--- src/hw/rtl/crc_pkg.sv ---
// Shared types and constants for the climate relay controller.
package crc_pkg;

   typedef enum logic [1:0] {
      SCR_MAIN = 2'd0,
      SCR_DEV  = 2'd1,
      SCR_SET  = 2'd2
   } screen_type;

   typedef enum logic [1:0] {
      SEL_TEMP_HIGH  = 2'd0,
      SEL_TEMP_LOW   = 2'd1,
      SEL_HUMID_HIGH = 2'd2
   } setting_type;

   localparam logic [2:0] KEY_NONE = 3'd0;
   localparam logic [2:0] KEY_PREV = 3'd1;
   localparam logic [2:0] KEY_NEXT = 3'd2;
   localparam logic [2:0] KEY_DOWN = 3'd3;
   localparam logic [2:0] KEY_UP   = 3'd4;

   localparam logic CSR_VALID_TEMP = 1'b0;
   localparam logic CSR_STARTUP    = 1'b1;

   localparam logic [7:0] RESET_VALID_TEMP = 8'd60;
   localparam logic [7:0] RESET_STARTUP    = 8'd100;
   localparam logic [5:0] RESET_TEMP_HIGH  = 6'd40;
   localparam logic [5:0] RESET_TEMP_LOW   = 6'd25;
   localparam logic [6:0] RESET_HUMID_HIGH = 7'd70;

   localparam logic [5:0] TEMP_HIGH_MIN = 6'd20;
   localparam logic [5:0] TEMP_HIGH_MAX = 6'd50;
   localparam logic [5:0] TEMP_LOW_MIN  = 6'd10;
   localparam logic [6:0] HUMID_MIN     = 7'd30;
   localparam logic [6:0] HUMID_MAX     = 7'd99;
   localparam logic [6:0] LIMIT_GAP     = 7'd5;

   localparam logic [7:0] COUNT_MAX = 8'd255;

   // relay bit positions
   localparam int RLY_HEATER = 0;
   localparam int RLY_COOLER = 1;
   localparam int RLY_FAN    = 2;
   localparam int RLY_MISTER = 3;

   typedef struct packed {
      screen_type  screen;
      logic        manual;
      logic [3:0]  relays;
      logic [5:0]  temp_high;
      logic [5:0]  temp_low;
      logic [6:0]  humid_high;
      setting_type cursor;
   } menu_state_type;

endpackage

--- src/hw/rtl/climate_relay_controller_unit.sv ---
// Top level of the climate relay controller: handshake, state and result registers.
//
// Each transfer on the req_ channel is one control cycle: temperature, humidity
// and a debounced key. Every accepted item yields exactly one rsp_ transfer
// carrying the relay drives, menu position, thresholds and the ready flag as
// they stand after that control cycle.
// The item is captured in an input register; once the result register is
// free or being taken, the menu and control logic update the state registers,
// which double as the result register, and the result is then offered.
// One item per cycle is sustained while results are taken; req_ready stays
// high while the result register is empty or being taken in the same cycle.
// If the receiver stalls, the result holds and one further item waits in the
// input register; req_ready then drops until the result is taken.
// Reset clears both valid flags, restores the thresholds and configuration
// registers to their defaults, returns to the main screen in automatic mode
// with all relays off and restarts the startup counter.
// The csr_ port writes valid_temp_limit (index 0) and startup_cycles
// (index 1), with no read-back.
module climate_relay_controller_unit import crc_pkg::*; (
   input  logic       clock,
   input  logic       reset,
   input  logic       req_valid,
   output logic       req_ready,
   input  logic [7:0] req_temperature,
   input  logic [7:0] req_humidity,
   input  logic [2:0] req_key,
   output logic       rsp_valid,
   input  logic       rsp_ready,
   output logic       rsp_heater_on,
   output logic       rsp_cooler_on,
   output logic       rsp_fan_on,
   output logic       rsp_mister_on,
   output logic [1:0] rsp_screen,
   output logic       rsp_manual_mode,
   output logic [1:0] rsp_selected_setting,
   output logic [5:0] rsp_temp_high_limit,
   output logic [5:0] rsp_temp_low_limit,
   output logic [6:0] rsp_humid_high_limit,
   output logic       rsp_ready_res,
   input  logic       csr_wr_en,
   input  logic       csr_index,
   input  logic [7:0] csr_wdata
);

   logic           in_vld_ff, in_vld_in;
   logic [7:0]     temp_ff, humid_ff;
   logic [2:0]     key_ff;
   logic           out_vld_ff, out_vld_in;
   logic [7:0]     valid_temp_ff, startup_ff;
   menu_state_type state_ff, state_in;
   menu_state_type menu_nxt;
   logic [7:0]     count_ff, count_in;
   logic           ready_ff, ready_in;
   logic [3:0]     relays_ctrl;
   logic           advance;
   logic           req_xfer;

   assign advance   = in_vld_ff && (!out_vld_ff || rsp_ready);
   assign req_ready = !in_vld_ff || advance;
   assign req_xfer  = req_valid && req_ready;

   assign in_vld_in  = req_xfer || (in_vld_ff && !advance);
   assign out_vld_in = advance || (out_vld_ff && !rsp_ready);

   assign count_in = (count_ff < COUNT_MAX) ? count_ff + 8'd1 : count_ff;
   // ready is sticky once set
   assign ready_in = ready_ff || (count_in > startup_ff);

   crc_menu u_menu (
      .cur (state_ff),
      .key (key_ff),
      .nxt (menu_nxt)
   );

   crc_ctrl u_ctrl (
      .relays           (menu_nxt.relays),
      .manual           (menu_nxt.manual),
      .ready            (ready_in),
      .temperature      (temp_ff),
      .humidity         (humid_ff),
      .valid_temp_limit (valid_temp_ff),
      .temp_high        (menu_nxt.temp_high),
      .temp_low         (menu_nxt.temp_low),
      .humid_high       (menu_nxt.humid_high),
      .relays_out       (relays_ctrl)
   );

   always_comb begin
      state_in        = menu_nxt;
      state_in.relays = relays_ctrl;
   end

   always_ff @(posedge clock) begin
      if (reset) begin
         in_vld_ff           <= 1'b0;
         out_vld_ff          <= 1'b0;
         valid_temp_ff       <= RESET_VALID_TEMP;
         startup_ff          <= RESET_STARTUP;
         count_ff            <= 8'd0;
         ready_ff            <= 1'b0;
         state_ff.screen     <= SCR_MAIN;
         state_ff.manual     <= 1'b0;
         state_ff.relays     <= 4'd0;
         state_ff.temp_high  <= RESET_TEMP_HIGH;
         state_ff.temp_low   <= RESET_TEMP_LOW;
         state_ff.humid_high <= RESET_HUMID_HIGH;
         state_ff.cursor     <= SEL_TEMP_HIGH;
      end else begin
         in_vld_ff  <= in_vld_in;
         out_vld_ff <= out_vld_in;
         if (csr_wr_en) begin
            if (csr_index == CSR_VALID_TEMP) begin
               valid_temp_ff <= csr_wdata;
            end else begin
               startup_ff <= csr_wdata;
            end
         end
         if (advance) begin
            count_ff <= count_in;
            ready_ff <= ready_in;
            state_ff <= state_in;
         end
      end
   end

   always_ff @(posedge clock) begin
      if (req_xfer) begin
         temp_ff  <= req_temperature;
         humid_ff <= req_humidity;
         key_ff   <= req_key;
      end
   end

   assign rsp_valid            = out_vld_ff;
   assign rsp_heater_on        = state_ff.relays[RLY_HEATER];
   assign rsp_cooler_on        = state_ff.relays[RLY_COOLER];
   assign rsp_fan_on           = state_ff.relays[RLY_FAN];
   assign rsp_mister_on        = state_ff.relays[RLY_MISTER];
   assign rsp_screen           = state_ff.screen;
   assign rsp_manual_mode      = state_ff.manual;
   assign rsp_selected_setting = state_ff.cursor;
   assign rsp_temp_high_limit  = state_ff.temp_high;
   assign rsp_temp_low_limit   = state_ff.temp_low;
   assign rsp_humid_high_limit = state_ff.humid_high;
   assign rsp_ready_res        = ready_ff;

endmodule

--- src/hw/rtl/crc_menu.sv ---
// Key handling for the three-screen menu: mode, manual relays and thresholds.
module crc_menu import crc_pkg::*; (
   input  menu_state_type cur,
   input  logic [2:0]     key,
   output menu_state_type nxt
);

   logic [6:0] low_plus_gap;

   assign low_plus_gap = {1'b0, cur.temp_low} + LIMIT_GAP;

   always_comb begin
      nxt = cur;
      case (cur.screen)
         SCR_MAIN: begin
            if (key == KEY_PREV) begin
               nxt.manual = ~cur.manual;
            end else if (key == KEY_NEXT) begin
               nxt.screen = SCR_DEV;
            end
         end
         SCR_DEV: begin
            if (key == KEY_PREV) begin
               nxt.screen = SCR_MAIN;
            end else if (key == KEY_NEXT) begin
               nxt.screen = SCR_SET;
               nxt.cursor = SEL_TEMP_HIGH;
            end else if (key == KEY_DOWN) begin
               // lowest relay that is on goes off
               nxt.relays = cur.relays & (cur.relays - 4'd1);
            end else if (key == KEY_UP) begin
               // lowest relay that is off goes on
               nxt.relays = cur.relays | (cur.relays + 4'd1);
            end
         end
         SCR_SET: begin
            if (key == KEY_PREV) begin
               if (cur.cursor == SEL_TEMP_HIGH) begin
                  nxt.screen = SCR_DEV;
               end else if (cur.cursor == SEL_TEMP_LOW) begin
                  nxt.cursor = SEL_TEMP_HIGH;
               end else begin
                  nxt.cursor = SEL_TEMP_LOW;
               end
            end else if (key == KEY_NEXT) begin
               if (cur.cursor == SEL_TEMP_HIGH) begin
                  nxt.cursor = SEL_TEMP_LOW;
               end else if (cur.cursor == SEL_TEMP_LOW) begin
                  nxt.cursor = SEL_HUMID_HIGH;
               end else begin
                  nxt.screen = SCR_MAIN;
                  nxt.cursor = SEL_TEMP_HIGH;
               end
            end else if (key == KEY_DOWN || key == KEY_UP) begin
               case (cur.cursor)
                  SEL_TEMP_HIGH: begin
                     if (key == KEY_UP && cur.temp_high < TEMP_HIGH_MAX) begin
                        nxt.temp_high = cur.temp_high + 6'd1;
                     end else if (key == KEY_DOWN && cur.temp_high > TEMP_HIGH_MIN) begin
                        nxt.temp_high = cur.temp_high - 6'd1;
                     end
                  end
                  SEL_TEMP_LOW: begin
                     if (key == KEY_UP && low_plus_gap < {1'b0, cur.temp_high}) begin
                        nxt.temp_low = cur.temp_low + 6'd1;
                     end else if (key == KEY_DOWN && cur.temp_low > TEMP_LOW_MIN) begin
                        nxt.temp_low = cur.temp_low - 6'd1;
                     end
                  end
                  SEL_HUMID_HIGH: begin
                     if (key == KEY_UP && cur.humid_high < HUMID_MAX) begin
                        nxt.humid_high = cur.humid_high + 7'd1;
                     end else if (key == KEY_DOWN && cur.humid_high > HUMID_MIN) begin
                        nxt.humid_high = cur.humid_high - 7'd1;
                     end
                  end
                  default: begin
                     nxt.cursor = cur.cursor;
                  end
               endcase
            end
         end
         default: begin
            nxt = cur;
         end
      endcase
   end

endmodule

--- src/hw/rtl/crc_ctrl.sv ---
// Bang-bang control of heater, cooler and fan in automatic mode, with reading validity gating.
module crc_ctrl import crc_pkg::*; (
   input  logic [3:0] relays,
   input  logic       manual,
   input  logic       ready,
   input  logic [7:0] temperature,
   input  logic [7:0] humidity,
   input  logic [7:0] valid_temp_limit,
   input  logic [5:0] temp_high,
   input  logic [5:0] temp_low,
   input  logic [6:0] humid_high,
   output logic [3:0] relays_out
);

   logic reading_bad;

   assign reading_bad = !ready || (temperature == 8'd0) || (temperature > valid_temp_limit);

   always_comb begin
      relays_out = relays;
      if (reading_bad) begin
         relays_out = relays & 4'b1000;
      end else if (!manual) begin
         relays_out = relays & 4'b1000;
         if (temperature < {2'b00, temp_low}) begin
            relays_out[RLY_HEATER] = 1'b1;
         end else if (temperature > {2'b00, temp_high}) begin
            relays_out[RLY_COOLER] = 1'b1;
         end
         if (humidity > {1'b0, humid_high}) begin
            relays_out[RLY_FAN] = 1'b1;
         end
      end
   end

endmodule
--- config.mk ---
export PLATFORM = sky130hd
export DESIGN_NAME = climate_relay_controller_unit
export DESIGN_NICKNAME = d
export VERILOG_FILES = /design/src/hw/rtl/crc_pkg.sv /design/src/hw/rtl/climate_relay_controller_unit.sv /design/src/hw/rtl/crc_menu.sv /design/src/hw/rtl/crc_ctrl.sv
export SDC_FILE = /design/constraint.sdc
export NUM_CORES = 1
export LEC_CHECK = 0
export BUFFER_PORTS_ARGS = -buffer_cell sky130_fd_sc_hd__buf_2
export CAP_MARGIN = 20
export CORE_UTILIZATION = 60
export CTS_CLUSTER_DIAMETER = 100
export CTS_CLUSTER_SIZE = 14
export DETAILED_ROUTE_END_ITERATION = 8
export PLACE_DENSITY_LB_ADDON = 0.15
export SLEW_MARGIN = 20
export SYNTH_ARGS = -nofsm -noshare
export SYNTH_HDL_FRONTEND = slang
export SYNTH_SLANG_ARGS = --single-unit
--- constraint.sdc ---
create_clock -name clock -period 6.17 [get_ports clock]
set_input_delay 0 -clock clock [delete_from_list [all_inputs] [get_ports clock]]
set_output_delay 0 -clock clock [all_outputs]
set_load 0.01 [all_outputs]
## Word level (Yosys, flattened, before mapping)

Cells that the tools add are included.

| storage, ports and cells | value |
|---|---|
| output and inout port bits | 31 |
| input bits | 33 |
| word-level logic and storage cells | 144 |
| flip-flop bits (word level) | 74 |

| cells by class | value |
|---|---|
| mux-type cells | 46 |
| bitwise operators | 4 |
| eq/ne operators | 22 |
| order comparisons | 12 |
| reduce and logical (&&, ||, !) cells | 33 |
| $add $sub $neg | 10 |

Operator list:

| operator | number |
|---|---|
| $mux W19 | 3 |
| $mux W6 | 6 |
| $mux W2 | 16 |
| $mux W21 | 1 |
| $mux W7 | 3 |
| $mux W4 | 5 |
| $gt A8 B8 Y1 | 2 |
| $ne A3 B3 Y1 const B | 5 |
| $add A6 B1 Y6 const B | 2 |
| $sub A6 B1 Y6 const B | 2 |
| $logic_and A1 B1 Y1 | 10 |
| $reduce_and A9 Y1 | 1 |
| $add A8 B1 Y8 const B | 1 |
| $gt A8 B6 Y1 | 1 |
| $gt A8 B7 Y1 | 1 |
| $logic_not A8 Y1 | 1 |
| $logic_or A1 B1 Y1 | 8 |
| $lt A8 B6 Y1 | 1 |
| $lt A8 B8 Y1 const B | 1 |
| $mux W8 | 1 |
| $add A6 B3 Y7 const B | 1 |
| $add A7 B1 Y7 const B | 1 |
| $gt A7 B5 Y1 const B | 1 |
| $lt A7 B6 Y1 | 1 |
| other kinds (31) | 52 |

## Longest topological paths before layout

Gate-level depths: netlist of run 1.

| logic depth | value |
|---|---|
| word-level depth | 14 |
| gate-level depth with buffers | 18 |

## Modules after synthesis

Synthesis of run 1 repeated with hierarchy kept, for this count alone.

| unflattened totals | value |
|---|---|
| cell total of the unflattened synthesis | 641 |
| area, all modules | 5275.1 sq um |

By module, submodules not included:

| module | instances | area an instance (sq um) | seq. area each (sq um) | cells an instance |
|---|---|---|---|---|
| climate_relay_controller_unit | 1 | 2936.6 | 1671.6 | 316 |
| crc_menu | 1 | 1590.3 | 0.0 | 227 |
| crc_ctrl | 1 | 748.2 | 0.0 | 98 |

## Worst setup path before layout of run 1

No wires, ideal clock.

| timing path | value |
|---|---|
| path kind | register to register |
| start | reg state_ff (netlist bit rsp_temp_low_limit[0]) |
| end | reg state_ff (netlist bit rsp_cooler_on) |
| path slack | 2461 ps |
| data arrival time | 3577 ps |
| stages on the path, launching flop included | 16 |
| library setup time | 132 ps |
| cell sequence | dfxtp_1 -> inv_1 -> ha_1 -> ha_1 -> a211o_1 -> a31oi_1 -> o211ai_1 -> a21o_1 -> xor2_1 -> ha_1 -> a21o_1 -> a21o_1 -> a2111oi_0 -> o311ai_0 -> nand3_1 -> a21oi_1 |

| between the ends | value |
|---|---|
| longest elaborated chain between the ends | 13 |
| elaborated cells between the ends (all ways) | 18 |

Ends and longest elaborated chain:

| what | RTL line | source |
|---|---|---|
| from (decl) | climate_relay_controller_unit.sv:50 | `menu_state_type state_ff, state_in;` |
| from (signal assigned) | climate_relay_controller_unit.sv:121 | `state_ff <= state_in;` |
| $add A6 B3 Y7 / $gt A6 B4 Y1 (equally long branches) | crc_menu.sv:10, crc_menu.sv:66 |  |
| $lt A7 B6 Y1 / $logic_and A1 B1 Y1 (equally long branches) | crc_menu.sv:64, crc_menu.sv:66 |  |
| $logic_and A1 B1 Y1 / $mux W6 (equally long branches) | crc_menu.sv:64, crc_menu.sv:66 |  |
| $mux W6 | crc_menu.sv:64 | `if (key == KEY_UP && low_plus_gap < {1'b0, cur.temp_high}) begin` |
| $mux W6 | crc_menu.sv:55 | `case (cur.cursor)` |
| $mux W21 | crc_menu.sv:54 | `end else if (key == KEY_DOWN \|\| key == KEY_UP) begin` |
| $mux W19 | crc_menu.sv:45 | `end else if (key == KEY_NEXT) begin` |
| $mux W19 | crc_menu.sv:37 | `if (key == KEY_PREV) begin` |
| $mux W19 (*) | crc_menu.sv:14 | `case (cur.screen)` |
| $lt A8 B6 Y1 (*) | crc_ctrl.sv:25 | `if (temperature < {2'b00, temp_low}) begin` |
| $mux W1 (*) | crc_ctrl.sv:25 |  |
| $mux W3 (*) | crc_ctrl.sv:23 | `end else if (!manual) begin` |
| $mux W3 (*) | crc_ctrl.sv:21 | `if (reading_bad) begin` |

Every way passes the cells marked *; elsewhere a longest branch is shown, timed or not. The select of a mux whose other input is x is not followed.
A chain may end at the register's enable or synchronous reset.

## Final worst setup path of run 1

Ends and elaborated chain as after synthesis.

==> results of run 1 <==
[metal layers]
layer | GRT usage, % | share of wire, % | vias up
met5 | 0 | 0 | -
met4 | 10.3 | 2.0 | 0
met3 | 4.77 | 5.3 | 31
met2 | 49.0 | 49 | 155
met1 | 36.5 | 44 | 2174
li1 | - | - | 2285
[cell usage in the layout, fill, tap and decap left out, drive strengths merged, types with 11 or more instances in the layout]
| cell | count |
|---|---|
| ha | 53 |
| dfxtp | 55 |
| xor2 | 19 |
| nand2 | 64 |
| buf | 64 |
| o21ai | 26 |
| a21oi | 40 |
| edfxtp | 19 |
| xnor2 | 25 |
| nand3 | 27 |
| nor2 | 54 |
| dlygate4sd3 | 29 |
| o211ai | 13 |
| and3 | 11 |
| inv | 31 |
[cell usage after synthesis (5+ instances only)]
| master | n |
|---|---|
| a211oi_1 | 9 |
| a21o_1 | 5 |
| a21oi_1 | 40 |
| a31oi_1 | 6 |
| and3_1 | 10 |
| buf_2 | 6 |
| clkbuf_1 | 19 |
| dfxtp_1 | 55 |
| edfxtp_1 | 19 |
| ha_1 | 53 |
| inv_1 | 31 |
| mux2i_1 | 7 |
| nand2_1 | 64 |
| nand2b_1 | 5 |
| nand3_1 | 26 |
| nand4_1 | 8 |
| nor2_1 | 53 |
| nor2b_1 | 10 |
| nor3_1 | 9 |
| o211ai_1 | 13 |
| o21a_1 | 8 |
| o21ai_0 | 22 |
| or3_1 | 7 |
| xnor2_1 | 25 |
| xor2_1 | 19 |
[power breakdown]
part	total [mW]	switching, mW	internal, mW
registers	0.527	0.0137	0.514
logic	0.124	0.0682	0.0561
clock network	0.374	0.187	0.187
[cell type report]
cell class | count | share of cell area [%]
Sequential cell | 74 | 28.4
Multi-Input combinational cell | 463 | 53.6
Clock buffer | 10 | 2.17
Timing Repair Buffer | 93 | 10.4
Inverter | 32 | 2.04
Clock inverter | 6 | 1.15
Tap cell | 105 | 2.23
[registers in the layout, summed over array words and instances (netlist names), 2 cells and up]
signal and flops:
count_ff 8, humid_ff 8, startup_ff 8, temp_ff 8
valid_temp_ff 8, rsp_humid_high_limit 7, rsp_temp_high_limit 6, rsp_temp_low_limit 6
key_ff 3, rsp_screen 2, rsp_selected_setting 2
[stage by stage]
step	util, %	hold WS [ns]	std cells	cell area, um2
after CTS	71.7	0.0304	783	5890
after detailed placement	65.8	0.178	738	5410
final	71.7	0.0373	783	5890
after global routing	71.7	0.0632	783	5890
after global placement	65.8	0.176	738	5410
after floorplan	-	0.0989	597	5070
[cells by family after synthesis]
logic type | count (synthesis) | share of synthesized area (%)
AOI/OAI and AO/OA | 135 | 17.8
DFF | 74 | 33.0
xor gates and xnor gates | 44 | 7.60
and+or+nand+nor | 221 | 21.7
muxes | 10 | 2.12
adders and majority gates | 53 | 13.1
buffers and inverters | 60 | 4.74
[worst reg2reg max path: stages (launching register included)]
cell and delay (ns):
dfxtp_1 0.47, inv_1 0.16, ha_1 0.39, ha_1 0.20, a211o_1 0.28, a31oi_1 0.27
o21a_1 0.23, and4_1 0.22, o21ai_0 0.09, xor2_1 0.23, ha_1 0.28, a21o_1 0.16
a2111oi_0 0.55, o311ai_0 0.26, nand3_1 0.14, a21oi_1 0.07
[path summary, 6_finish.rpt]
check	startpoint	endpoint	slack (ns)	cells after the start
min reg2reg	startup_ff[7]	startup_ff[7]	0.46	2
min	csr_wr_en	startup_ff[7]	0.04	4
max	rsp_temp_low_limit[0]	rsp_cooler_on	2.01	15
max reg2reg	rsp_temp_low_limit[0]	rsp_cooler_on	2.01	15
[repair_timing]
action                                  CTS  global route
endpoints found under the hold margin    37             0
endpoints found under the setup margin    0             0
hold buffers                             29             0
==> impl_summary.md, run 1 <==
Yosys
By area the synthesized netlist is led by dfxtp_1 22%, ha_1 13%, edfxtp_1 11%. For this run, the number of Yosys warnings is 0. The prevailing post-synth register cell is dfxtp_1. The cell taking the most area after synthesis is dfxtp_1.

The share of synthesized area in the top cell type comes to a little over a fifth. The number of synthesized flops with an enable pin is 19. A synthesized cell averages approximately 8.5 um2. The number of different library cells used by synthesis comes to 69. The area of the mapped netlist is 5070 um2. The share of synthesized flip-flops with an asynchronous set or reset is 0%. The register area share after synthesis is 33.0%. Counting flops and latches in the post-synthesis netlist gives 74. The post-synthesis instance total is 597. The total nets after synthesis is roughly 700.

Timing
The hold violation total from the final report is 0. The worst path setup slack after routing is approximately 2 ns. The setup total negative slack is 0 ns. The top achievable clock speed is 240 MHz.

The worst path in the final design needs a cycle of 4.16 ns, including I/O delays and setup. At the pin with the least slew margin, the transition time is 0.968 ns. The number of max-slew violations in the final report is 0. Setup repair after global routing left no endpoint under its margin. The worst max-slew margin expressed relative to the limit is 35.5%. Setup violations remaining at the end of the flow were counted as 0. The part of the cycle the worst path needs is 67.4%. The clock arrives with 0.00977 ns of skew.

Pwr
The total power after layout is 1.03 mW. For this design the static power due to leakage is about 2.4 nW. The total power density per cell area is approximately 170 nW/um2. The worst supply voltage drop on vdd is 0.132 mV.

GRT
The initial antenna violation count was 0. The global-route wire length before repair is 19700 um. The total global-route track usage is 28.8%. Global routing finished with a remaining overflow of 0. The number of global-route vias before repair is approximately 4200. Entering global routing, the biggest net connects 41 pins.

Placement
At the end of routability-driven placement, the weighted congestion stood at ~0.89. Timing analysis after detailed placement gives a worst setup slack of 2.12 ns. The placed wire-length estimate after detailed placement is 8840 um. The number of port buffers is 63.

Cells and area
The number of diodes added for antenna fixing is 0. The area growth from synthesis to final layout is 16.2%. Counting the fill cells in the layout gives 637. The share of cells above drive strength 1 is 14.3%.

In the final layout, flip-flops and latches occupy 1670 um2. The number of nets in the finished design is 759. Summing all multi-input logic gate instances after layout gives 3160 um2.

Worst setup path
Traced cell by cell, the critical path runs through inv_1 -> ha_1 -> ha_1 -> a211o_1 -> a31oi_1 -> o21a_1 -> and4_1 -> o21ai_0 -> xor2_1 -> ha_1 -> a21o_1 -> a2111oi_0 -> o311ai_0 -> nand3_1 -> a21oi_1. Together, buffers and inverters on the worst path number 1. The delay of the slowest cell on the worst path is 0.55 ns. The path type of the worst setup path is flop to flop. The slowest stage of the critical path is the a2111oi_0 cell.

The cell that appears most often on the critical path is ha_1. Broken down by cell family, the worst path's largest delay share belongs to compound AO/OA/AOI/OAI gates. STA classifies the critical path startpoint as a flop. The endpoint kind of the worst setup timing path is a flop. The required time of the worst setup path is 6.37 ns. The highest fanout seen on the critical path is 9. Data arrives at the worst endpoint at 4.37 ns.

Floorplanning
The area enclosed by the die boundary is 8820 um2. After floorplanning, the core was sized to cover 8220 um2. Measured along the y axis, the die boundary spans around 94 um.

The die is between 90 and 100 um wide. The number of rows in the core area is 33. Pin placement for this block handled 64 I/O pins. The starting density of the core is between 60 and 70%.

Routing
The post-detailed-routing wire length is 12300 um. The number of nets still failing antenna checks after routing is 0. The per-cell via count in the routed design is 5.93. The violation count after the first detailed-route iteration is ~290. In the routed design, unresolved DRC markers number 0. The average detailed-routed wire length per instance is about 16 um.

The via count of the routed design is ~4600. The length of the first detailed-routing pass in iterations is 5.

Clock tree
The number of setup buffers added after CTS is 0. The later-pin clock latency in the skew report is approximately 0.35 ns. The root buffer cell is clkbuf_8. In this run, CTS created clock tree buffers numbering 9. The clock tree from TritonCTS is yes. Clock-pin slew was measured on the worst setup and hold paths at 0.08 ns. The count of H-tree levels built during CTS is 3. The sink count of the clock tree is 74. The longest clock path from root to sink contains 2 buffers.

Gates resized during post-CTS repair numbered 0.

Worst hold path
The kind of path behind the tightest hold check is input pin to flop.

Run status
The run finished with clean final reports.

Flow run
The tool flagged a number of max-cap violations equal to 0.
No activity file was read; power rests on OpenSTA's default activity.
==> run 2, diff against run 1 <==
--- a/config.mk
+++ b/config.mk
@@ -7,7 +7,7 @@
 export LEC_CHECK = 0
 export BUFFER_PORTS_ARGS = -buffer_cell sky130_fd_sc_hd__buf_2
 export CAP_MARGIN = 20
-export CORE_UTILIZATION = 60
+export CORE_UTILIZATION = 53
 export CTS_CLUSTER_DIAMETER = 100
 export CTS_CLUSTER_SIZE = 14
 export DETAILED_ROUTE_END_ITERATION = 8
==> constraint.sdc (replaced) <==
create_clock -name clock -period 3.8 [get_ports clock]
set_input_delay 0 -clock clock [delete_from_list [all_inputs] [get_ports clock]]
set_output_delay 0 -clock clock [all_outputs]
set_load 0.01 [all_outputs]
==> impl_summary.md, run 2 (synthesis gave the netlist of run 1 again) <==
Clock tree
The clock-pin slew of the registers on the worst-case setup and hold paths came to 0.08 ns (about the same). The later-pin clock latency in the skew report is 0.36 ns (about the same). The sink count of the clock tree is 74 (unchanged).

The buffer levels on the longest clock path is 2 (unchanged). The tree is rooted in a clkbuf_8. The count of H-tree levels built during CTS is 3 (unchanged).

The clock tree from TritonCTS is yes. The clock buffer count from CTS is 9 (unchanged).

Cells and area
The area growth from synthesis to final layout is 21.1%. The number of diodes added for antenna fixing came to 0 (unchanged). The number of filler instances in the final layout is 759 (+19%). The filler-free cell count of the finished design is 834 (+6.5%). In the layout the commonest cells are 64 x nand2_1, 63 x buf_2, 53 x nor2_1, 53 x ha_1, 53 x dfxtp_1. The share of cells above drive strength 1 is 18.2% (+3.8 points). The number of nets in the finished design is 786 (+3.6%). The share of the core filled with cells in the final layout is 66.5% (-5.2 points). The most frequent standard cell in the layout excluding fill and tap cells is nand2_1.

Routing
The DRC violation count after routing is 0 (unchanged). The per-cell via count in the routed design came to 5.59 (-5.8%). The number of nets still failing antenna checks after routing is 0 (unchanged). The length of the first detailed-routing pass in iterations is 5 (unchanged). The violation count after the first detailed-route iteration is 214 (-25%). The via count of the routed design is 4663 (+0.39%). The post-detailed-routing wire length is 13000 um (+5.7%). The average detailed-routed wire length per instance came to 15.6 um (-0.77%).

Pwr
The leakage power summed over all cells is 2.53 nW (+5.6%). The total power density per cell area is 264 nW/um2 (+52%). The worst supply voltage drop on vdd is 0.235 mV (+78%).

Worst setup path
The most critical setup path has its startpoint at rsp_temp_low_limit[0]. The delay of the slowest cell on the worst path is 0.39 ns (-0.16 ns). The signal on the critical path passes through ha_1 -> xnor2_1 -> ha_1 -> a211o_1 -> a31oi_4 -> o211ai_1 -> a21o_1 -> xor2_1 -> ha_1 -> a21o_1 -> a21o_1 -> a2111oi_4 -> o311ai_0 -> nand3_1 -> a21oi_1.

The data arrival time of the worst path came to 3.87 ns (-0.50 ns). The path type of the worst setup path is flop to flop. Following the worst setup path forward leads to its endpoint at rsp_cooler_on. The highest fanout seen on the critical path came to 7 (-2). The worst reg-to-reg path cell count is 15 (unchanged). The capture point of the worst reg-to-reg path is rsp_cooler_on. The category of the worst setup path launch point is a flop. The required time of the worst setup path was 4.04 ns (-2.33 ns). In this run the critical register-to-register path is launched from rsp_temp_low_limit[0]. The slowest stage of the critical path is the a2111oi_4 cell. The flop-to-flop setup slack is 0.17 ns (-1.84 ns). STA classifies the critical path endpoint as a flop.

Floorplanning
The number of rows in the core area came to 35 (+6.1%). The area of the placeable core is 9240 um2 (+12%). The starting density of the core is 54.9% (-6.8 points).

The area enclosed by the die boundary is 9960 um2 (+13%). The die width is 99.8 um (+6.3%). The die outline height is 99.8 um (+6.3%). The I/O pin count is 64 (unchanged).

Timing
The top achievable clock speed was 275 MHz (+15%). The part of the cycle the worst path needs is 95.6% (+28 points). The number of max-slew violations in the final report came to 0 (unchanged). The maximum clock skew at final layout is 0.0127 ns (+0.00293 ns). The hold violation total from the final report is 0 (unchanged). The setup total negative slack is 0 ns (unchanged). The worst hold margin is 0.0438 ns (+0.00652 ns). The final critical delay including setup and external delays is 3.63 ns (-0.530 ns).

The slew at the pin closest to its max-slew limit came to 0.993 ns (+0.0248 ns). The total setup violations reported at the end of the flow is 0 (unchanged). The worst max-slew margin expressed relative to the limit is 33.8% (-1.7 points).

The worst path setup slack after routing is 0.169 ns (-1.84 ns).

Worst hold path
The worst hold path belongs to the class input pin to flop.

GRT
The global-route wire length before repair is 21100 um (+7.3%). The global-route congestion overflow total came to 0 (unchanged). The total global-route track usage is 27.5% (-1.3 points). The maximum number of pins on one net before global-route repair is 41 (unchanged). The initial antenna violation count came to 0 (unchanged). The number of global-route vias before repair is 4434 (+5.7%).

Placement
The number of port buffers is 63 (unchanged). The placed instance count came to 786 (+6.5%). The placed wire-length estimate after detailed placement is 9410 um (+6.4%). The worst setup timing slack at the placement stage is -0.0294 ns (-2.15 ns). The final weighted congestion in routability-driven placement is 0.916 (+2.8%).

Run status
The flow ran to the end, and the final reports show no timing, DRC or antenna violations.

Flow run
The max-capacitance violation count is 0 (unchanged).
## run 2: cell count changes in the layout (fill, tap and decap cells not counted), moves of 2 or more
| cell | before | now |
|---|---|---|
| buf_4 | 1 | 28 |
| o21ai_0 | 22 | 20 |
| clkinvlp_4 | 2 | 0 |
| o21ai_1 | 2 | 4 |
| dfxtp_2 | 0 | 2 |
| dfxtp_1 | 55 | 53 |
## run 2: how the worst min path moves through the flow
stage | startpoint | endpoint | slack (ns) | cells after the start
global route | csr_index | startup_ff[0] | 0.09 | 4
detailed placement | req_temperature[7] | temp_ff[7] | 0.18 | 1
global placement | req_temperature[5] | temp_ff[5] | 0.18 | 1
CTS | csr_wr_en | startup_ff[1] | 0.02 | 4
floorplan | req_humidity[0] | humid_ff[0] | 0.1 | 0
finish | csr_wr_en | startup_ff[1] | 0.04 | 4
## run 2: where the power goes
| group | internal [mW] | leakage (nW) | switching [mW] | total (mW) |
|---|---|---|---|---|
| clock | 0.255 | 0.0903 | 0.299 | 0.555 |
| sequential | 0.834 | 0.633 | 0.0195 | 0.854 |
| combinational | 0.0982 | 1.81 | 0.117 | 0.215 |
## run 2: layout make-up
cell class | instances | area [um2] | area share (%)
Timing Repair Buffer | 120 | 816 | 13.3
Sequential cell | 74 | 1670 | 27.3
Inverter | 32 | 120 | 1.96
Clock buffer | 12 | 145 | 2.36
Clock inverter | 4 | 27.5 | 0.448
Tap cell | 129 | 161 | 2.63
Multi-Input combinational cell | 463 | 3200 | 52.1
## run 2: per-stage QoR
stage	instance area, um2	total power [mW]
2_1_floorplan	5070	0.991
3_3_place_gp	5620	1.05
3_5_place_dp	5620	1.06
4_1_cts	6080	1.63
5_1_grt	6140	1.70
6_report	6140	1.62
## run 2: timing repair
item | 4_1_cts | 5_1_grt
hold buffers | 29 | 0
endpoints found under the setup margin | 2 | 3
endpoints found under the hold margin | 37 | 0
pin swaps | 0 | 5
setup buffers | 0 | 3
gates resized for setup | 1 | 10
## run 2: layer usage
metal / vias up / part of all wire, % / GRT usage, %
met4: 0 / 1.2 / 7.35
li1: 2339 / - / -
met2: 106 / 50 / 49.4
met3: 15 / 4.5 / 5.85
met5: - / 0 / 0
met1: 2203 / 45 / 33.1
## run 2: worst max-delay path, delay by kind of cell (launching register included)
family	cells	cell delay [ns]
DFF	1	0.36
AOI/OAI and AO/OA	9	1.89
xor gates and xnor gates	2	0.29
and+or+nand+nor	1	0.13
adders and majority gates	3	0.86
